### src/sv/tli_pkg.sv
`timescale 1ns / 1ps
package tli_pkg;

	localparam int TABLE_SPACE = 64;
	localparam int IDX_BITS = 6;
	localparam int CODE_BITS = 12;
	localparam int SAMPLE_MAX = 16;
	localparam int DEG_BITS = 8;
	localparam int TEMP_BITS = 20;
	localparam int DT_BITS = 19;
	localparam int OUT_BITS = 16;

	localparam int TABLE_ENTRIES_DEF = 17;
	localparam int FRAC_BITS_DEF = 8;
	localparam int SAMPLE_BITS_DEF = 12;

	typedef enum logic {
		KIND_FIXED,
		KIND_INTERP
	} kind_t;

	typedef struct packed {
		kind_t                         kind;
		logic                          neg;
		logic signed [TEMP_BITS-1:0]   t1;
		logic [CODE_BITS-1:0]          off;
		logic [CODE_BITS-1:0]          span;
		logic [DT_BITS-1:0]            dt_mag;
	} item_t;

	typedef struct packed {
		logic full;
		logic not_empty;
	} queue_status_t;

	function automatic logic [CODE_BITS-1:0] lut_code(input logic [IDX_BITS-1:0] k);
		unique case (k)
			6'd0: lut_code = 12'd0;
			6'd1: lut_code = 12'd214;
			6'd2: lut_code = 12'd428;
			6'd3: lut_code = 12'd642;
			6'd4: lut_code = 12'd857;
			6'd5: lut_code = 12'd1071;
			6'd6: lut_code = 12'd1285;
			6'd7: lut_code = 12'd1500;
			6'd8: lut_code = 12'd1714;
			6'd9: lut_code = 12'd1928;
			6'd10: lut_code = 12'd2142;
			6'd11: lut_code = 12'd2357;
			6'd12: lut_code = 12'd2571;
			6'd13: lut_code = 12'd2785;
			6'd14: lut_code = 12'd3000;
			6'd15: lut_code = 12'd3214;
			6'd16: lut_code = 12'd3428;
			default: lut_code = 12'd0;
		endcase
	endfunction

	function automatic logic signed [DEG_BITS-1:0] lut_deg(input logic [IDX_BITS-1:0] k);
		unique case (k)
			6'd0: lut_deg = 8'sd70;
			6'd1: lut_deg = 8'sd65;
			6'd2: lut_deg = 8'sd60;
			6'd3: lut_deg = 8'sd55;
			6'd4: lut_deg = 8'sd50;
			6'd5: lut_deg = 8'sd45;
			6'd6: lut_deg = 8'sd40;
			6'd7: lut_deg = 8'sd35;
			6'd8: lut_deg = 8'sd30;
			6'd9: lut_deg = 8'sd25;
			6'd10: lut_deg = 8'sd20;
			6'd11: lut_deg = 8'sd15;
			6'd12: lut_deg = 8'sd10;
			6'd13: lut_deg = 8'sd5;
			6'd14: lut_deg = 8'sd0;
			6'd15: lut_deg = -8'sd5;
			6'd16: lut_deg = -8'sd10;
			default: lut_deg = 8'sd0;
		endcase
	endfunction

endpackage

### src/sv/tli_front.sv
`timescale 1ns / 1ps
module tli_front import tli_pkg::*; #(
	parameter int TABLE_ENTRIES = TABLE_ENTRIES_DEF,
	parameter int FRAC_BITS = FRAC_BITS_DEF,
	parameter int SAMPLE_BITS = SAMPLE_BITS_DEF
) (
	input  logic                   clk,
	input  logic                   arst_n,
	input  logic                   start,
	input  logic [SAMPLE_BITS-1:0] adc_sample,
	input  logic                   mode_we,
	input  logic                   mode_wdata,
	input  queue_status_t          q_status,
	output logic                   push,
	output item_t                  push_item
);

	localparam int LAST = TABLE_ENTRIES - 1;
	localparam logic [IDX_BITS-1:0] LAST_IDX = IDX_BITS'(LAST);

	logic mode_q;
	logic [SAMPLE_MAX-1:0] xw;
	logic found;
	logic [IDX_BITS-1:0] seg;
	logic [SAMPLE_MAX-1:0] a1s;
	logic [SAMPLE_MAX-1:0] a2s;
	logic signed [TEMP_BITS-1:0] t1;
	logic signed [TEMP_BITS-1:0] t2;
	logic signed [TEMP_BITS-1:0] dt;

	function automatic logic signed [TEMP_BITS-1:0] scaled(input logic [IDX_BITS-1:0] k);
		logic signed [TEMP_BITS-1:0] v;
		v = TEMP_BITS'(lut_deg(k));
		return v <<< FRAC_BITS;
	endfunction

	always_ff @(posedge clk or negedge arst_n) begin
		if (!arst_n) begin
			mode_q <= 1'b1;
		end else if (mode_we) begin
			mode_q <= mode_wdata;
		end
	end

	assign push = start && !q_status.full;
	assign xw = SAMPLE_MAX'(adc_sample);

	always_comb begin : seg_search
		found = 1'b0;
		seg = '0;
		for (int k = 0; k < LAST; k++) begin
			logic [SAMPLE_MAX-1:0] lo;
			logic [SAMPLE_MAX-1:0] hi;
			lo = SAMPLE_MAX'(lut_code(IDX_BITS'(k)));
			hi = SAMPLE_MAX'(lut_code(IDX_BITS'(k + 1)));
			if (!found && xw >= lo && (mode_q ? (xw <= hi) : (xw < hi))) begin
				found = 1'b1;
				seg = IDX_BITS'(k);
			end
		end
	end

	assign a1s = SAMPLE_MAX'(lut_code(seg));
	assign a2s = SAMPLE_MAX'(lut_code(seg + 6'd1));
	assign t1 = scaled(seg);
	assign t2 = scaled(seg + 6'd1);
	assign dt = t2 - t1;

	always_comb begin
		push_item.kind = KIND_FIXED;
		push_item.neg = dt[TEMP_BITS-1];
		push_item.t1 = t1;
		push_item.off = CODE_BITS'(xw - a1s);
		push_item.span = CODE_BITS'(a2s - a1s);
		push_item.dt_mag = dt[TEMP_BITS-1] ? DT_BITS'(-dt) : DT_BITS'(dt);
		if (xw <= SAMPLE_MAX'(lut_code('0))) begin
			push_item.t1 = scaled('0);
		end else if (xw >= SAMPLE_MAX'(lut_code(LAST_IDX))) begin
			push_item.t1 = scaled(LAST_IDX);
		end else if (!found) begin
			push_item.t1 = scaled(LAST_IDX);
		end else if (mode_q && a2s > a1s) begin
			push_item.kind = KIND_INTERP;
		end
	end

endmodule

### src/sv/tli_queue.sv
`timescale 1ns / 1ps
module tli_queue import tli_pkg::*; (
	input  logic          clk,
	input  logic          arst_n,
	input  logic          push,
	input  item_t         push_item,
	input  logic          pop,
	output queue_status_t status,
	output item_t         head
);

	localparam int DEPTH = 2;
	localparam int PTR_BITS = $clog2(DEPTH);

	item_t mem_q [DEPTH];
	logic [PTR_BITS-1:0] wr_ptr_q;
	logic [PTR_BITS-1:0] rd_ptr_q;
	logic [PTR_BITS:0] count_q;
	logic do_pop;

	assign status.full = (count_q == (PTR_BITS + 1)'(DEPTH));
	assign status.not_empty = (count_q != '0);
	assign do_pop = pop && status.not_empty;
	assign head = mem_q[rd_ptr_q];

	always_ff @(posedge clk) begin
		if (push) begin
			mem_q[wr_ptr_q] <= push_item;
		end
	end

	always_ff @(posedge clk or negedge arst_n) begin
		if (!arst_n) begin
			wr_ptr_q <= '0;
			rd_ptr_q <= '0;
			count_q <= '0;
		end else begin
			if (push) begin
				wr_ptr_q <= wr_ptr_q + 1'b1;
			end
			if (do_pop) begin
				rd_ptr_q <= rd_ptr_q + 1'b1;
			end
			case ({push, do_pop})
				2'b10: count_q <= count_q + 1'b1;
				2'b01: count_q <= count_q - 1'b1;
				default: count_q <= count_q;
			endcase
		end
	end

endmodule

### src/sv/tli_back.sv
`timescale 1ns / 1ps
module tli_back import tli_pkg::*; #(
	parameter int FRAC_BITS = FRAC_BITS_DEF
) (
	input  logic                       clk,
	input  logic                       arst_n,
	input  logic                       in_valid,
	input  item_t                      in_item,
	output logic                       done,
	output logic signed [OUT_BITS-1:0] temperature
);

	localparam int QW = 7 + FRAC_BITS;
	localparam int NW = CODE_BITS + QW;

	typedef struct packed {
		kind_t                       kind;
		logic                        neg;
		logic signed [TEMP_BITS-1:0] t1;
		logic [CODE_BITS-1:0]        span;
		logic [CODE_BITS-1:0]        rem;
		logic [QW-1:0]               low;
		logic [QW-1:0]               quo;
	} div_stage_t;

	function automatic div_stage_t div_step(input div_stage_t s);
		div_stage_t r;
		logic [CODE_BITS:0] trial;
		r = s;
		trial = {s.rem, s.low[QW-1]};
		r.low = s.low << 1;
		if (trial >= {1'b0, s.span}) begin
			r.rem = CODE_BITS'(trial - {1'b0, s.span});
			r.quo = {s.quo[QW-2:0], 1'b1};
		end else begin
			r.rem = trial[CODE_BITS-1:0];
			r.quo = {s.quo[QW-2:0], 1'b0};
		end
		return r;
	endfunction

	logic valid_s1;
	kind_t kind_s1;
	logic neg_s1;
	logic signed [TEMP_BITS-1:0] t1_s1;
	logic [CODE_BITS-1:0] span_s1;
	logic [NW-1:0] prod_s1;

	logic valid_s2 [QW];
	div_stage_t div_s2 [QW];
	div_stage_t div_in;

	logic done_s3;
	logic signed [OUT_BITS-1:0] temp_s3;
	logic signed [TEMP_BITS-1:0] quo_ext;
	logic signed [TEMP_BITS-1:0] result;

	always_ff @(posedge clk or negedge arst_n) begin
		if (!arst_n) begin
			valid_s1 <= 1'b0;
		end else begin
			valid_s1 <= in_valid;
		end
	end

	always_ff @(posedge clk) begin
		kind_s1 <= in_item.kind;
		neg_s1 <= in_item.neg;
		t1_s1 <= in_item.t1;
		span_s1 <= in_item.span;
		prod_s1 <= NW'(in_item.off) * NW'(in_item.dt_mag[QW-1:0]);
	end

	always_comb begin
		div_in.kind = kind_s1;
		div_in.neg = neg_s1;
		div_in.t1 = t1_s1;
		div_in.span = span_s1;
		div_in.rem = prod_s1[NW-1:QW];
		div_in.low = prod_s1[QW-1:0];
		div_in.quo = '0;
	end

	for (genvar j = 0; j < QW; j++) begin : g_div
		always_ff @(posedge clk or negedge arst_n) begin
			if (!arst_n) begin
				valid_s2[j] <= 1'b0;
			end else begin
				valid_s2[j] <= (j == 0) ? valid_s1 : valid_s2[(j == 0) ? 0 : j - 1];
			end
		end
		always_ff @(posedge clk) begin
			div_s2[j] <= div_step((j == 0) ? div_in : div_s2[(j == 0) ? 0 : j - 1]);
		end
	end

	assign quo_ext = signed'(TEMP_BITS'(div_s2[QW-1].quo));

	always_comb begin
		result = div_s2[QW-1].t1;
		if (div_s2[QW-1].kind == KIND_INTERP) begin
			result = div_s2[QW-1].neg ? div_s2[QW-1].t1 - quo_ext
				: div_s2[QW-1].t1 + quo_ext;
		end
	end

	always_ff @(posedge clk or negedge arst_n) begin
		if (!arst_n) begin
			done_s3 <= 1'b0;
		end else begin
			done_s3 <= valid_s2[QW-1];
		end
	end

	always_ff @(posedge clk) begin
		temp_s3 <= result[OUT_BITS-1:0];
	end

	assign done = done_s3;
	assign temperature = temp_s3;

endmodule

### src/sv/thermistor_lut_interpolator_top.sv
`timescale 1ns / 1ps
// Channel   Handshake            Payload
// -------   ------------------   -------------------------------------
// sample    start / busy         adc_sample [SAMPLE_BITS-1:0]
// result    done (1-cycle beat)  temperature [15:0], signed, FRAC_BITS frac
// config    mode_we              mode_wdata (0 step, 1 interpolate)
//
// One sample is taken every cycle; busy rises only if the front queue fills.
// A result beat follows its sample through queue, multiply, one restoring
// divide stage per quotient bit (FRAC_BITS + 7) and the output register.
// Reset clears the queue, all stage valids and sets mode to interpolate.
// The receiver cannot stall; the back end advances every cycle.
module thermistor_lut_interpolator_top import tli_pkg::*; #(
	parameter int TABLE_ENTRIES = TABLE_ENTRIES_DEF,
	parameter int FRAC_BITS = FRAC_BITS_DEF,
	parameter int SAMPLE_BITS = SAMPLE_BITS_DEF
) (
	input  logic                       clk,
	input  logic                       arst_n,
	input  logic                       start,
	output logic                       busy,
	input  logic [SAMPLE_BITS-1:0]     adc_sample,
	input  logic                       mode_we,
	input  logic                       mode_wdata,
	output logic                       done,
	output logic signed [OUT_BITS-1:0] temperature
);

	localparam int LAT = FRAC_BITS + 10;

	queue_status_t q_status;
	logic push;
	item_t push_item;
	item_t head;

	tli_front #(
		.TABLE_ENTRIES(TABLE_ENTRIES),
		.FRAC_BITS(FRAC_BITS),
		.SAMPLE_BITS(SAMPLE_BITS)
	) u_front (
		.clk(clk),
		.arst_n(arst_n),
		.start(start),
		.adc_sample(adc_sample),
		.mode_we(mode_we),
		.mode_wdata(mode_wdata),
		.q_status(q_status),
		.push(push),
		.push_item(push_item)
	);

	tli_queue u_queue (
		.clk(clk),
		.arst_n(arst_n),
		.push(push),
		.push_item(push_item),
		.pop(q_status.not_empty),
		.status(q_status),
		.head(head)
	);

	tli_back #(
		.FRAC_BITS(FRAC_BITS)
	) u_back (
		.clk(clk),
		.arst_n(arst_n),
		.in_valid(q_status.not_empty),
		.in_item(head),
		.done(done),
		.temperature(temperature)
	);

	assign busy = q_status.full;

	a_accept_gives_result: assert property (@(posedge clk) disable iff (!arst_n)
		(start && !busy) |-> ##LAT done)
		else $error("accepted sample produced no result beat");

	a_result_has_sample: assert property (@(posedge clk) disable iff (!arst_n)
		done |-> $past(start && !busy, LAT))
		else $error("result beat without a matching accepted sample");

	a_queue_drains: assert property (@(posedge clk) disable iff (!arst_n)
		q_status.not_empty |=> !q_status.full)
		else $error("front queue failed to drain");

endmodule
### config.mk
export PLATFORM = sky130hd
export DESIGN_NAME = thermistor_lut_interpolator_top
export DESIGN_NICKNAME = d
export VERILOG_FILES = /design/src/sv/tli_pkg.sv /design/src/sv/tli_front.sv /design/src/sv/tli_queue.sv /design/src/sv/tli_back.sv /design/src/sv/thermistor_lut_interpolator_top.sv
export SDC_FILE = /design/constraint.sdc
export NUM_CORES = 1
export LEC_CHECK = 0
export ABC_CLOCK_PERIOD_IN_PS = 5900
export BUFFER_PORTS_ARGS = -buffer_cell sky130_fd_sc_hd__buf_2
export CORE_ASPECT_RATIO = 1.4
export CORE_MARGIN = 2
export CORE_UTILIZATION = 30
export DETAILED_ROUTE_END_ITERATION = 7
export HOLD_SLACK_MARGIN = 0.1
export SLEW_MARGIN = 20
export SYNTH_ARGS = -nofsm -noshare
export SYNTH_HDL_FRONTEND = slang
export SYNTH_SLANG_ARGS = --single-unit
### constraint.sdc
create_clock -name clk -period 5.9 [get_ports clk]
set_input_delay 1.18 -clock clk [delete_from_list [all_inputs] [get_ports clk]]
set_output_delay 1.18 -clock clk [all_outputs]
set_load 0.02 [all_outputs]
=== Yosys cells after proc, flatten, opt, wreduce, memory -nomap -nowiden ===
Memory sizes are Yosys's and may differ from the RTL's.
Cells that the tools add are included.

* Register bits: 99
* Bits in writable memories: 1255
* ROM bits: 1280
* Bits of input ports: 17
* Output and inout port bits: 18
* Memories: 6

{| class="wikitable"
|+ Memory list
! memory !! words !! width !! read ports !! clocked after Yosys merged registers in !! wr ports !! line !! RTL
|-
| u_back.div_s2 || 15 || 75 || 15 || 0 || 15 || tli_back.sv:50 || <nowiki>div_stage_t div_s2 [QW];</nowiki>
|-
| (name not given) || 32 || 12 || 1 || 0 || 0 || tli_pkg.sv:37 || <nowiki>unique case (k)</nowiki>
|-
| (name not given) || 32 || 12 || 1 || 0 || 0 || tli_pkg.sv:37 ||
|-
| (name not given) || 32 || 8 || 1 || 0 || 0 || tli_pkg.sv:60 || <nowiki>unique case (k)</nowiki>
|-
| (name not given) || 32 || 8 || 1 || 0 || 0 || tli_pkg.sv:60 ||
|-
| u_queue.mem_q || 2 || 65 || 1 || 0 || 1 || tli_queue.sv:15 || <nowiki>item_t mem_q [DEPTH];</nowiki>
|}

* $add $sub $neg: 26
* Multipliers: 1
* $lt $le $gt $ge: 66
* Eq/ne operators: 3
* Mux-type cells: 94
* Reductions and logical operators: 51

{| class="wikitable"
|+ Operators by type and width
! operator !! number
|-
| 2-to-1 mux 12 bit || 17
|-
| subtractor 12 bit || 17
|-
| greater-or-equal comparator 13 x 12 -> 1 bit || 15
|-
| greater-or-equal comparator 12 bit (second input constant) || 7
|-
| less-or-equal comparator 12 bit (second input constant) || 7
|-
| < comparator 12 bit (second input constant) || 7
|-
| 2-to-1 mux 6 bit || 14
|-
| greater-or-equal comparator 12 x 11 -> 1 bit (second input constant) || 5
|-
| less-or-equal comparator 12 x 11 -> 1 bit (second input constant) || 5
|-
| < comparator 12 x 11 -> 1 bit (second input constant) || 5
|-
| 2-to-1 mux 20 bit || 3
|-
| 2-to-1 mux 1 bit || 54
|-
| logical AND 1 bit || 33
|-
| 2-to-1 mux 16 bit || 2
|-
| multiplier 12 x 15 -> 27 bit || 1
|-
| greater-or-equal comparator 12 x 10 -> 1 bit (second input constant) || 2
|-
| less-or-equal comparator 12 x 10 -> 1 bit (second input constant) || 2
|-
| < comparator 12 x 10 -> 1 bit (second input constant) || 2
|-
| 2-to-1 mux 19 bit || 1
|-
| negation 17 -> 19 bit || 1
|-
| subtractor 16 x 16 -> 17 bit || 1
|-
| adder 16 bit || 1
|-
| logical NOT 1 bit || 16
|-
| 2-to-1 mux 8 bit || 2
|-
| 18 further kinds || 21
|}

=== Logic depth before layout (Yosys ltp) ===
Gate-level depths: netlist (run 1).
An unclocked memory read counts as a cell.

* Depth after elaboration: 73
* Mapped depth: 29
* Mapped depth without buffers: 26

=== By module ===
A second synthesis (run 1) with hierarchy kept.

* Cells, all modules: 3931
* Area total of the unflattened synthesis: 44355.0 µm²

{| class="wikitable"
|+ By module, submodules not included
! module !! times used !! cells each !! area each (µm²) !! seq. area each (µm²)
|-
| tli_back || 1 || 3185 || 35791.8 || 18522.8
|-
| tli_queue || 1 || 219 || 5047.3 || 4003.8
|-
| tli_front || 1 || 527 || 3515.9 || 26.3
|}

=== Least setup slack after synthesis (run 1) ===
OpenSTA, ideal clock, no wires.

* Kind: input to register
* From: input adc_sample[7]
* To: memory u_queue.mem_q[0][30] in the netlist's numbering, data pin
* Setup time: 0.262 ns
* Arrival: 6.454 ns
* Data required time: 5.638 ns
* Path slack: -0.817 ns
* Cell stages on the path: 28
* Buffers on the path: 4
* Path through: buf_4 > clkbuf_1 > nor2_1 > a211o_1 > a41o_1 > a221oi_1 > inv_1 > ha_1 > clkbuf_1 > inv_1 > ha_1 > clkinv_1 > a2111o_1 > and2_1 > clkbuf_1 > a21oi_1 > ha_1 > o21ai_0 > a21boi_0 > o21ai_0 > a21boi_0 > o21ai_0 > nand2b_1 > a21oi_1 > o21bai_1 > a21o_1 > a21oi_1 > xnor2_1

{| class="wikitable"
|+ RTL lines
! item !! line !! RTL
|-
| start, declared || thermistor_lut_interpolator_top.sv:22 || <nowiki>input logic [SAMPLE_BITS-1:0] adc_sample,</nowiki>
|-
| end, declared || tli_queue.sv:15 ||
|}

==> summary.txt, run 1 <==
Placed design
  • Port buffer count: 34
  • Detailed-placement wirelength estimate: roughly 53000 um
  • Routability-driven placement congestion ratio: about 0.87
  • DP Cell Count: 4931
  • Post-detailed-placement cell area: 36750 um2

Final layout
  • Number of fill cells in the layout: 11044
  • Layout overhead on the synthesized area: 18.05%
  • Layout cell share with drive strength beyond 1: 0.1329
  • Multi-input logic area: between 10000 and 15000 um2
  • Non-filler instance count after layout: 5073
  • Final #Nets: 3921
  • Design area: 39390 um2
  • FF+latch area: 16710 um2
  • End-of-flow core utilization: 0.3572
  • Antenna diode count: 0

STA
  • Slew of the pin with the lowest slew margin: 1023 ps
  • RSZ-0062 raised after global routing: false
  • Max Transition Viols Final: 0
  • Minimum clock period after layout: 5641 ps
  • Final Setup Violations: 0
  • Minimum hold slack: 288.4 ps
  • Worst clock skew: 52.48 ps
  • Final Hold Viols: 0
  • Maximum frequency from static timing analysis: 177.3 MHz
  • Final cycle utilization of the critical path: 0.9561
  • Max transition margin: 0.3182

Global routing
  • Pin count of the biggest net entering global routing: 42
  • Global-route total usage across every layer: 0.1194
  • Via count of the first global-routing pass: 23274
  • Grt ovf: 0
  • Initial antenna violation count: 0
  • Global-route wire length before repair: 110500 um

Clocking
  • Clock tree from TritonCTS: built
  • H-tree level count: 3
  • Maximum clock path buffer count: 3
  • Cts-stage hold buffer count: 0
  • Reg clk slew, reported paths: approximately 60 ps
  • Clock insertion delay at the later pin of the skew report: ~630 ps
  • CTS Root Cell: sky130_fd_sc_hd__clkbuf_16
  • TritonCTS Buffers: 77
  • Number of clock sinks: 788

Drt
  • Residual DRC count: 0
  • Number of search-and-repair iterations in the first detailed-routing pass: 5
  • Total Wirelength: around 70000 um
  • Detail-routed via count per cell: 4.448
  • Final ANT Viol Nets: 0
  • Per-cell routed wire length: between 10 and 15 um
  • Vias after detailed routing: 22565
  • Violation count after the first detailed-routing iteration: 754

Setup path
  • Arrival @ worst endpoint: 6020 ps
  • Sort of element at the end of the critical path: flop
  • CP required: 6280 ps
  • Startpoint kind of the worst setup timing path: primary input
  • Peak fanout along the critical path: 4
  • Startpoint-to-endpoint class of the critical path: primary input to flop
  • Start of the worst register-to-register path: u_queue.rd_ptr_q$_DFFE_PN0P_
  • Launching instance or port of the critical path: adc_sample[2]

Logic synthesis
  • Warnings from Yosys: 0
  • Combinational family with the most area after synthesis: adder cells
  • FF+latch count, synth: 788
  • Post-Synthesis Mean Instance Area: a little over 10 um2
  • Share of the synthesized area in the top cell type: 0.4104
  • Adder and majority gate portion of the synthesized area: 0.1465
  • Synth Area in Compound Gates: 0.1246
  • Fraction of synthesis flops using an asynchronous set or reset pin: 0.02792
  • Share of synthesized area spent on multiplexers: 0.02400
  • Cell variety after synth: 85
  • Cell taking the most area after synthesis: sky130_fd_sc_hd__dfxtp_1
  • Main synth FF type: sky130_fd_sc_hd__dfxtp_1
  • Share of the yosys chip area belonging to registers: 0.5007
  • Post-Synth XOR/XNOR Area: 0.03937
  • Number of enable-type register cells in the synthesized netlist: 82
  • Cell area after synthesis: 33370 um2
  • Synth Area in Simple Gates: 0.1089
  • Number of cells produced by synthesis: 3300
  • Largest cells by area after synthesis: sky130_fd_sc_hd__dfxtp_1 41%, sky130_fd_sc_hd__ha_1 11%, sky130_fd_sc_hd__edfxtp_1 7.4%

Min path
  • Type of the most critical hold path: flop to flop
  • Startpoint of the worst hold path: u_back.prod_s1[12]$_DFF_P_

Floorplan
  • Area of the die: 113900 um2
  • Initial Utilization: 0.3026
  • Placeable core area: 110300 um2
  • Die height: 398.6 um
  • Die Wd: 285.9 um
  • Total number of placement rows: between 100 and 150
  • I/O pins: 35

Run
  • Total of max-cap violations: 0

Status
  • Outcome: finished, final reports clean
## sequential cells by signal, indices dropped and copies added, names as in the netlist, 2 cells and up
| name | count |
|---|---|
| u_back.t1_s1 | 8 |
| u_back.temperature | 16 |
| u_queue.count_q | 2 |
| u_back.prod_s1 | 19 |
| u_back.span_s1 | 12 |
| u_back.div_s2 | 627 |
| u_back.valid_s2 | 15 |
| u_queue.mem_q | 82 |
## through the flow
step	setup WS (ps)	TNS (ps)
6_report	258.9	0
5_1_grt	5.558	0
4_1_cts	58.10	0
3_5_place_dp	-455.1	-7141
3_3_place_gp	-404.1	-5510
2_1_floorplan	-190.3	-653.5
## placed cells by master (no fill, tap or decap), types with 50 or more instances in the layout
| cell | synthesis | final |
|---|---|---|
| sky130_fd_sc_hd__buf_4 | 3 | 212 |
| sky130_fd_sc_hd__o21ai_0 | 214 | 205 |
| sky130_fd_sc_hd__nand2_1 | 263 | 262 |
| sky130_fd_sc_hd__dfxtp_1 | 684 | 684 |
| sky130_fd_sc_hd__xnor2_1 | 107 | 107 |
| sky130_fd_sc_hd__clkbuf_16 | 0 | 80 |
| sky130_fd_sc_hd__nor2b_1 | 56 | 55 |
| sky130_fd_sc_hd__ha_1 | 285 | 283 |
| sky130_fd_sc_hd__a21boi_0 | 52 | 50 |
| sky130_fd_sc_hd__nor2_1 | 229 | 228 |
| sky130_fd_sc_hd__fa_1 | 66 | 66 |
| sky130_fd_sc_hd__a21oi_1 | 176 | 171 |
| sky130_fd_sc_hd__inv_1 | 409 | 408 |
| sky130_fd_sc_hd__edfxtp_1 | 82 | 82 |
## per-layer routing
metal / vias up / GRT usage / part of all wire / wire (um)
li1: 11580 / - / - / -
met1: 10487 / 0.1030 / 0.34 / 23380
met2: 322 / 0.2537 / 0.58 / 39160
met5: - / 0 / 0 / 0
met3: 176 / 0.01669 / 0.026 / 1777
met4: 0 / 0.06703 / 0.054 / 3686
## synthesized netlist by cell type, types with 8 or more instances
library cell,number
sky130_fd_sc_hd__dfxtp_1,684
sky130_fd_sc_hd__mux2_2,46
sky130_fd_sc_hd__buf_2,10
sky130_fd_sc_hd__xnor2_1,107
sky130_fd_sc_hd__nor3_1,46
sky130_fd_sc_hd__nor2_1,229
sky130_fd_sc_hd__nor2b_1,56
sky130_fd_sc_hd__a21oi_1,176
sky130_fd_sc_hd__mux2i_1,26
sky130_fd_sc_hd__dfrtp_1,21
sky130_fd_sc_hd__or3_1,11
sky130_fd_sc_hd__nand2b_1,41
sky130_fd_sc_hd__fa_1,66
sky130_fd_sc_hd__o31a_1,8
sky130_fd_sc_hd__a21boi_0,52
sky130_fd_sc_hd__edfxtp_1,82
sky130_fd_sc_hd__ha_1,285
sky130_fd_sc_hd__and2_1,10
sky130_fd_sc_hd__a211oi_1,22
sky130_fd_sc_hd__or2_2,22
sky130_fd_sc_hd__xor2_1,43
sky130_fd_sc_hd__nand4_1,41
sky130_fd_sc_hd__a21o_1,14
sky130_fd_sc_hd__inv_1,409
sky130_fd_sc_hd__o31ai_1,47
sky130_fd_sc_hd__o21bai_1,20
sky130_fd_sc_hd__o21a_1,35
sky130_fd_sc_hd__o21ai_0,214
sky130_fd_sc_hd__nand2_1,263
sky130_fd_sc_hd__and3_1,10
sky130_fd_sc_hd__nand3_1,23
sky130_fd_sc_hd__clkbuf_1,63
sky130_fd_sc_hd__a31oi_1,10
sky130_fd_sc_hd__a221oi_1,8
## layout make-up
class,instances,share of cell area
repair buffers,250,0.04666
flip-flops and latches,788,0.4242
multi-input cells,2024,0.3786
well taps,1460,0.04638
inverters,412,0.03952
clock inverters,31,0.008608
clock buffers,108,0.05603
## what timing repair did
| item | in CTS | in global routing |
|---|---|---|
| gates cloned | 0 | 1 |
| gates resized for setup | 1 | 10 |
| pin swaps | 0 | 1 |
| setup endpoints to repair | 1 | 12 |
| setup buffers | 0 | 2 |
## kinds of logic (layout without fill, tap and decap cells)
group,after synthesis,count (layout)
fa+ha+maj,351,351
simple gates,782,782
other cells,1,2
flops,788,788
xor+xnor,150,150
mux,73,73
compound gates,666,666
buf+inv,489,801
## worst paths after layout
kind | end | slack (ps) | cells past startpoint
worst min-delay path | u_back.div_s2[0][27]$_DFF_P_ | 290 | 0
worst max register to register | u_back.prod_s1[25]$_DFF_P_ | 340 | 21
worst max-delay path | u_queue.mem_q[1][30]$_DFFE_PP_ | 260 | 26
max in group asynchronous | u_queue.rd_ptr_q$_DFFE_PN0P_ | 5010 | 1
worst min register to register | u_back.div_s2[0][27]$_DFF_P_ | 290 | 0
min in group asynchronous | u_queue.wr_ptr_q$_DFFE_PN0P_ | 530 | 1
## worst max-delay path, cell delays in order
cell,delay (ps)
sky130_fd_sc_hd__buf_2,110
sky130_fd_sc_hd__or3_1,400
sky130_fd_sc_hd__or4b_1,600
sky130_fd_sc_hd__a32o_2,310
sky130_fd_sc_hd__a2111oi_4,330
sky130_fd_sc_hd__nand2_2,120
sky130_fd_sc_hd__buf_4,160
sky130_fd_sc_hd__inv_1,110
sky130_fd_sc_hd__ha_1,310
sky130_fd_sc_hd__nand2_1,120
sky130_fd_sc_hd__o21ai_0,80
sky130_fd_sc_hd__o21ai_0,290
sky130_fd_sc_hd__buf_4,170
sky130_fd_sc_hd__ha_1,150
sky130_fd_sc_hd__nor2b_1,50
sky130_fd_sc_hd__o21ai_1,180
sky130_fd_sc_hd__a21boi_1,110
sky130_fd_sc_hd__o21ai_1,220
sky130_fd_sc_hd__a21boi_1,120
sky130_fd_sc_hd__o21ai_1,130
sky130_fd_sc_hd__nand2b_1,90
sky130_fd_sc_hd__a21oi_1,170
sky130_fd_sc_hd__o21bai_1,100
sky130_fd_sc_hd__a21o_1,190
sky130_fd_sc_hd__a21oi_2,140
sky130_fd_sc_hd__xnor2_1,80
Power of run 1 is left out: the tool's default activity adds up to more than one toggle a clock period on the data nets, which glitch-free logic cannot reach.
==> run 2, diff against run 1 <==
Settings changed: ABC_CLOCK_PERIOD_IN_PS 5900 to 5890, SLEW_MARGIN 20 to default.
Clock period 5.9 ns to 5.89 ns, I/O delays scaled along.
==> run 2 against run 1 <==
Compared with the run above: sequential share of layout area down 0.23 points; register-to-register slack worse by 30 ps; design area up 0.54%; final cell count up 0.28%; critical endpoint is now u_back.prod_s1[25]$_DFF_P_; sequential cell count unchanged.
==> summary.txt, run 2 (synthesis gave the netlist of run 1 again) <==
Status
  • Outcome: finished, final reports clean

Floorplan
  • Area of the die: 113900 um2 (unchanged)
  • Initial Utilization: 0.3026 (unchanged)
  • Die height: 398.6 um (unchanged)
  • Total number of placement rows: 144 (unchanged)
  • I/O pins: 35 (unchanged)
  • Die Wd: 285.9 um (unchanged)
  • Placeable core area: 110300 um2 (unchanged)

Final layout
  • Layout overhead on the synthesized area: 18.69%
  • Final #Nets: 3929 (+0.20%)
  • Number of fill cells in the layout: 11051 (+0.063%)
  • Layout cell share with drive strength beyond 1: 0.1368 (+0.003899)
  • Largest registers in the final layout: u_back.div_s2: 627 flops, u_queue.mem_q: 82 flops, u_back.prod_s1: 19 flops
  • End-of-flow core utilization: 0.3591 (+0.001929)
  • Antenna diode count: 0 (unchanged)
  • Commonest non-fill, non-tap cell in the layout: sky130_fd_sc_hd__dfxtp_1
  • Register with the most flip-flops: u_back.div_s2
  • Top library cells by usage in the layout, fill and taps aside: 684 x sky130_fd_sc_hd__dfxtp_1, 408 x sky130_fd_sc_hd__inv_1, 283 x sky130_fd_sc_hd__ha_1, 262 x sky130_fd_sc_hd__nand2_1, 228 x sky130_fd_sc_hd__nor2_1
  • Max reg flops: 627 (unchanged)

Clocking
  • Clock insertion delay at the later pin of the skew report: 640 ps (about the same)
  • Cts-stage hold buffer count: 0 (unchanged)
  • Maximum clock path buffer count: 3 (unchanged)
  • Reg clk slew, reported paths: 60 ps (about the same)
  • H-tree level count: 3 (unchanged)
  • TritonCTS Buffers: 78 (+1.3%)
  • CTS Root Cell: sky130_fd_sc_hd__clkbuf_16
  • Clock tree from TritonCTS: built
  • Number of clock sinks: 788 (unchanged)

Global routing
  • Initial antenna violation count: 0 (unchanged)
  • Via count of the first global-routing pass: 23413 (+0.60%)
  • Grt ovf: 0 (unchanged)
  • Pin count of the biggest net entering global routing: 42 (unchanged)
  • Global-route wire length before repair: 111300 um (+0.71%)
  • Global-route total usage across every layer: 0.1202 (+0.0007647)

STA
  • Maximum frequency from static timing analysis: around 180 MHz
  • Slew of the pin with the lowest slew margin: 1018 ps (-4.462 ps)
  • Max Transition Viols Final: 0 (unchanged)
  • Final Setup Violations: 0 (unchanged)
  • Final Hold Viols: 0 (unchanged)
  • Worst clock skew: 48.14 ps (-4.335 ps)
  • Minimum hold slack: 299.0 ps (+10.56 ps)
  • RSZ-0062 raised after global routing: false
  • Minimum clock period after layout: roughly 5600 ps
  • Final cycle utilization of the critical path: 0.9477
  • Max transition margin: 0.3212 (+0.002975)

Setup path
  • CP required: 6410 ps (+130 ps)
  • Worst-case reg-to-reg path depth: 24 (+14%)
  • Startpoint-to-endpoint class of the critical path: flop to flop
  • Cell type of the slowest stage on the worst timing path: sky130_fd_sc_hd__fa_1
  • Arrival @ worst endpoint: 6100 ps (+80 ps)
  • Logic depth of the worst setup path including buffers: 24 (-7.7%)
  • Buf/Inv on CP: 5 (+1)
  • Largest delay share family, worst path: adder cells
  • Delay of the slowest cell on the worst path: 550 ps (-50 ps)
  • Sort of element at the end of the critical path: flop
  • Peak fanout along the critical path: 23 (+19)
  • Cells along the critical path: buf_12, mux2i_1, or2_2, fa_1, inv_1, ha_1, fa_1, ha_1, inv_1, fa_1, inv_1, ha_1, buf_4, a21oi_1, o21ai_0, a21oi_2, o21ai_0, a21oi_1, o21ai_0, a21oi_1, o21ai_0, a21o_1, a21oi_1, xnor2_1
  • Startpoint kind of the worst setup timing path: flop

Min path
  • Hold Path Depth: 0 (unchanged)
  • Type of the most critical hold path: flop to flop

Drt
  • Residual DRC count: 0 (unchanged)
  • Total Wirelength: 67880 um (-0.19%)
  • Final ANT Viol Nets: 0 (unchanged)
  • Violation count after the first detailed-routing iteration: 651 (-14%)
  • Per-cell routed wire length: 13.34 um (-0.46%)
  • Detail-routed via count per cell: 4.465 (+0.39%)
  • Vias after detailed routing: 22715 (+0.66%)
  • Number of search-and-repair iterations in the first detailed-routing pass: 5 (unchanged)

Placed design
  • Detailed-placement wirelength estimate: 53410 um (+0.12%)
  • Port buffer count: 34 (unchanged)
  • Routability-driven placement congestion ratio: 0.8664 (-0.35%)

Run
  • Total of max-cap violations: 0 (unchanged)
==> run 2: cell count changes in the layout (fill, tap and decap cells not counted), moves of 2 or more <==
cell                         change
sky130_fd_sc_hd__clkinv_4        +6
sky130_fd_sc_hd__inv_6           +2
sky130_fd_sc_hd__a21boi_0        -2
sky130_fd_sc_hd__clkinvlp_4      -3
sky130_fd_sc_hd__bufinv_16       +5
sky130_fd_sc_hd__clkbuf_8        -2
sky130_fd_sc_hd__clkbuf_1        -4
sky130_fd_sc_hd__inv_16          +2
sky130_fd_sc_hd__clkinv_8        -2
sky130_fd_sc_hd__clkinv_2        +2
sky130_fd_sc_hd__buf_4          +10
sky130_fd_sc_hd__a21boi_1        +2
==> run 2: path summary, 6_finish.rpt <==
path	endpoint	from	slack, ps
worst min register to register	u_back.div_s2[0][25]$_DFF_P_	u_back.prod_s1[10]$_DFF_P_	300
worst max-delay path	u_back.prod_s1[25]$_DFF_P_	u_queue.rd_ptr_q$_DFFE_PN0P_	310
min in group asynchronous	u_queue.count_q[0]$_DFFE_PN0P_	arst_n	530
max in group asynchronous	u_queue.rd_ptr_q$_DFFE_PN0P_	arst_n	4990
worst min-delay path	u_back.div_s2[0][25]$_DFF_P_	u_back.prod_s1[10]$_DFF_P_	300
worst max register to register	u_back.prod_s1[25]$_DFF_P_	u_queue.rd_ptr_q$_DFFE_PN0P_	310
==> run 2: layer usage <==
metal,wire length [um],track usage,up-vias
li1,-,-,11598
met1,23310,0.1035,10621
met2,38460,0.2511,312
met3,1854,0.01680,184
met4,4247,0.07704,0
met5,0,0,-
==> run 2: worst register-to-register path, delay by kind of cell, from the launching register on <==
kind	cells	cell delay [ps]
multiplexers	1	190
buffers and inverters	5	430
adder cells (fa/ha/maj)	6	2320
flip-flops	1	410
AND/OR/NAND/NOR	1	330
XOR/XNOR	1	130
AO/OA/AOI/OAI	10	1690
==> run 2: area by class of cell <==
class / count / area, um2 / share of cell area
Sequential cell: 788 / 16710 / 0.4219
Multi-Input combinational cell: 2024 / 14890 / 0.3761
Clock buffer: 103 / 2210 / 0.05580
Timing Repair Buffer: 257 / 1857 / 0.04689
Tap cell: 1460 / 1827 / 0.04613
Inverter: 412 / 1556 / 0.03930
Clock inverter: 43 / 549.3 / 0.01387
==> run 2: timing repair <==
| action | 4_1_cts | 5_1_grt |
|---|---|---|
| gates resized for setup | 0 | 8 |
| setup endpoints to repair | 0 | 4 |
| buffers inserted | 0 | 1 |
==> run 2: through the flow <==
stage                     instances  area (um2)  setup slack [ps]  setup TNS (ps)
after floorplan                3301       33470            -198.3          -685.5
after global placement         4940       36820            -317.3           -2761
after detailed placement       4940       36820            -305.2           -2948
after CTS                      5086       39570             43.51               0
after global routing           5087       39600             3.286               0
final                          5087       39600             308.0               0
Power of run 2 is left out for the same reason.
==> run 3, diff against run 2 <==
Settings changed: ABC_CLOCK_PERIOD_IN_PS 5890 to 7100.
Clock period 5.89 ns to 7.1 ns, I/O delays scaled along.
==> run 3 against run 2 <==
Compared with the run above: sequential cell count unchanged; via count down 2.4%; largest cell class unchanged; clock-buffer cell count up 6; critical endpoint is now u_queue.mem_q[1][30]$_DFFE_PP_; routed wire length down 1.2%; clock skew down 8.4 ps; first-iteration DRC count up 13%; sequential share of layout area up 1.3 points; critical path depth up 2; global-route usage down 0.19 points; final cell count down 2.7%; core utilization down 1.1 points.
==> summary.txt, run 3 (synthesis gave the netlist of run 1 again) <==
Clocking
  • Clock insertion delay at the later pin of the skew report: 630 ps (about the same)
  • Buffers inserted by post-CTS timing repair: 0 (unchanged)
  • Clock tree from TritonCTS: built
  • Number of clock sinks: 788 (unchanged)
  • H-tree level count: 3 (unchanged)
  • Reg clk slew, reported paths: 80 ps (+20 ps)
  • CTS Root Cell: sky130_fd_sc_hd__clkbuf_16
  • Maximum clock path buffer count: 3 (unchanged)
  • Cts-stage hold buffer count: 0 (unchanged)
  • TritonCTS Buffers: 79 (+1.3%)
  • Post-cts gate resize count: 0 (unchanged)

STA
  • Max Transition Viols Final: 0 (unchanged)
  • Max transition margin: 0.2991 (-0.02212)
  • Final Setup Violations: 0 (unchanged)
  • Minimum clock period after layout: 6207 ps
  • Final Hold Viols: 0 (unchanged)
  • RSZ-0062 raised after global routing: false
  • Worst clock skew: 39.73 ps (-8.409 ps)
  • Worst Slack Setup Final: 893.3 ps (+585.3 ps)
  • Setup TNS: 0 ps (unchanged)
  • Slew of the pin with the lowest slew margin: 1051 ps (+33.18 ps)
  • Maximum frequency from static timing analysis: ~160 MHz
  • Final cycle utilization of the critical path: 0.8742
  • Minimum hold slack: 310.1 ps (+11.06 ps)

Setup path
  • Startpoint kind of the worst setup timing path: primary input
  • Worst-case reg-to-reg path depth: 20 (-17%)
  • Arrival @ worst endpoint: 6570 ps (+470 ps)
  • CP Capture Point: u_queue.mem_q[1][30]$_DFFE_PP_
  • Capture instance of the worst register-to-register path: u_back.prod_s1[26]$_DFF_P_
  • Start of the worst register-to-register path: u_queue.rd_ptr_q$_DFFE_PN0P_
  • FF-to-FF setup slack: 900 ps (+590 ps)
  • Peak fanout along the critical path: 11 (-52%)
  • Startpoint-to-endpoint class of the critical path: primary input to flop
  • CP required: 7460 ps (+1050 ps)
  • Sort of element at the end of the critical path: flop
  • Launching instance or port of the critical path: adc_sample[2]

Floorplan
  • Initial Utilization: 0.3026 (unchanged)
  • I/O pins: 35 (unchanged)
  • Area of the die: 113900 um2 (unchanged)
  • Total number of placement rows: 144 (unchanged)
  • Die Wd: 285.9 um (unchanged)
  • Die height: 398.6 um (unchanged)
  • Placeable core area: 110300 um2 (unchanged)

Drt
  • Vias after detailed routing: 22179 (-2.4%)
  • Total Wirelength: 67070 um (-1.2%)
  • Detail-routed via count per cell: 4.479 (+0.30%)
  • Violation count after the first detailed-routing iteration: 737 (+13%)
  • Final ANT Viol Nets: 0 (unchanged)
  • Per-cell routed wire length: 13.54 um (+1.5%)
  • Number of search-and-repair iterations in the first detailed-routing pass: 5 (unchanged)
  • Residual DRC count: 0 (unchanged)

Final layout
  • Multi-input logic area: 14820 um2 (-0.52%)
  • Max reg flops: 627 (unchanged)
  • Design area: 38430 um2 (-3.0%)
  • Final #Nets: 3793 (-3.5%)
  • Register with the most flip-flops: u_back.div_s2
  • Layout overhead on the synthesized area: 15.18%
  • Largest registers in the final layout: u_back.div_s2: 627 flops, u_queue.mem_q: 82 flops, u_back.prod_s1: 19 flops
  • Number of fill cells in the layout: 11103 (+0.47%)
  • FF+latch area: 16710 um2 (unchanged)
  • Layout cell share with drive strength beyond 1: 0.09880 (-0.03795)
  • Top library cells by usage in the layout, fill and taps aside: 684 x sky130_fd_sc_hd__dfxtp_1, 409 x sky130_fd_sc_hd__inv_1, 285 x sky130_fd_sc_hd__ha_1, 263 x sky130_fd_sc_hd__nand2_1, 228 x sky130_fd_sc_hd__nor2_1
  • Commonest non-fill, non-tap cell in the layout: sky130_fd_sc_hd__dfxtp_1
  • Antenna diode count: 0 (unchanged)

Placed design
  • Routability-driven placement congestion ratio: 0.8518 (-1.7%)
  • Setup WS pre-CTS: 328.7 ps (+633.8 ps)
  • Port buffer count: 34 (unchanged)
  • Detailed-placement wirelength estimate: 52370 um (-1.9%)
  • Post-detailed-placement cell area: 35710 um2 (-3.0%)

Global routing
  • Grt ovf: 0 (unchanged)
  • Global-route wire length before repair: 109400 um (-1.7%)
  • Via count of the first global-routing pass: 22918 (-2.1%)
  • Pin count of the biggest net entering global routing: 42 (unchanged)
  • Initial antenna violation count: 0 (unchanged)
  • Global-route total usage across every layer: 0.1183 (-0.001928)

Status
  • Outcome: finished, final reports clean

Run
  • Total of max-cap violations: 0 (unchanged)

Min path
  • Type of the most critical hold path: flop to flop
## run 3: cell types whose count changed in the layout (fill, tap and decap cells not counted), sizes merged
cell,before,now
bufinv,9,5
clkbuf,103,109
inv,416,415
clkinv,30,28
clkinvlp,0,3
buf,257,120
## run 3: worst max-delay path, stage by stage
cell,delay (ps)
sky130_fd_sc_hd__buf_2,190
sky130_fd_sc_hd__or3_1,430
sky130_fd_sc_hd__or4b_1,550
sky130_fd_sc_hd__a32o_2,340
sky130_fd_sc_hd__a2111oi_4,240
sky130_fd_sc_hd__nand2_1,120
sky130_fd_sc_hd__ha_1,220
sky130_fd_sc_hd__inv_1,70
sky130_fd_sc_hd__ha_1,240
sky130_fd_sc_hd__buf_4,170
sky130_fd_sc_hd__nand2_1,60
sky130_fd_sc_hd__a32o_1,230
sky130_fd_sc_hd__inv_1,60
sky130_fd_sc_hd__ha_1,310
sky130_fd_sc_hd__nor2b_1,130
sky130_fd_sc_hd__o21ai_0,210
sky130_fd_sc_hd__a21boi_0,150
sky130_fd_sc_hd__o21ai_0,270
sky130_fd_sc_hd__a21boi_0,170
sky130_fd_sc_hd__o21ai_0,170
sky130_fd_sc_hd__nand2b_1,90
sky130_fd_sc_hd__a21oi_1,150
sky130_fd_sc_hd__o21bai_1,90
sky130_fd_sc_hd__a21o_1,180
sky130_fd_sc_hd__a21oi_1,170
sky130_fd_sc_hd__xnor2_1,100
## run 3: cell type report
class | instances | area share
repair buffers | 120 | 0.02123
clock inverters | 39 | 0.01078
inverters | 412 | 0.04024
clock buffers | 109 | 0.05994
well taps | 1460 | 0.04753
multi-input cells | 2024 | 0.3855
flip-flops and latches | 788 | 0.4348
## run 3: through the flow
step	std cells	util
finish	4952	0.3485
global route	4952	0.3485
CTS	4952	0.3485
detailed placement	4804	0.3239
global placement	4804	0.3239
floorplan	3301	-
## run 3: routing by layer
metal	up-vias	GRT usage	wire, um
met5	-	0	0
met4	0	0.05451	2853
li1	11338	-	-
met3	148	0.01777	1731
met2	282	0.2527	38680
met1	10411	0.1046	23810
## run 3: worst min-delay path by stage
stage                             startpoint                            end  slack [ps]  cells past startpoint
2_1_floorplan      u_back.prod_s1[8]$_DFF_P_   u_back.div_s2[0][23]$_DFF_P_         310                      0
3_3_place_gp     u_back.div_s2[8][0]$_DFF_P_    u_back.div_s2[9][1]$_DFF_P_         310                      0
3_5_place_dp    u_back.div_s2[10][9]$_DFF_P_  u_back.div_s2[11][10]$_DFF_P_         310                      0
4_1_cts         u_back.div_s2[2][25]$_DFF_P_   u_back.div_s2[3][26]$_DFF_P_         310                      0
5_1_grt        u_back.div_s2[10][67]$_DFF_P_  u_back.div_s2[11][67]$_DFF_P_         320                      0
6_report        u_back.div_s2[2][25]$_DFF_P_   u_back.div_s2[3][26]$_DFF_P_         310                      0
Power of run 3 is left out for the same reason.
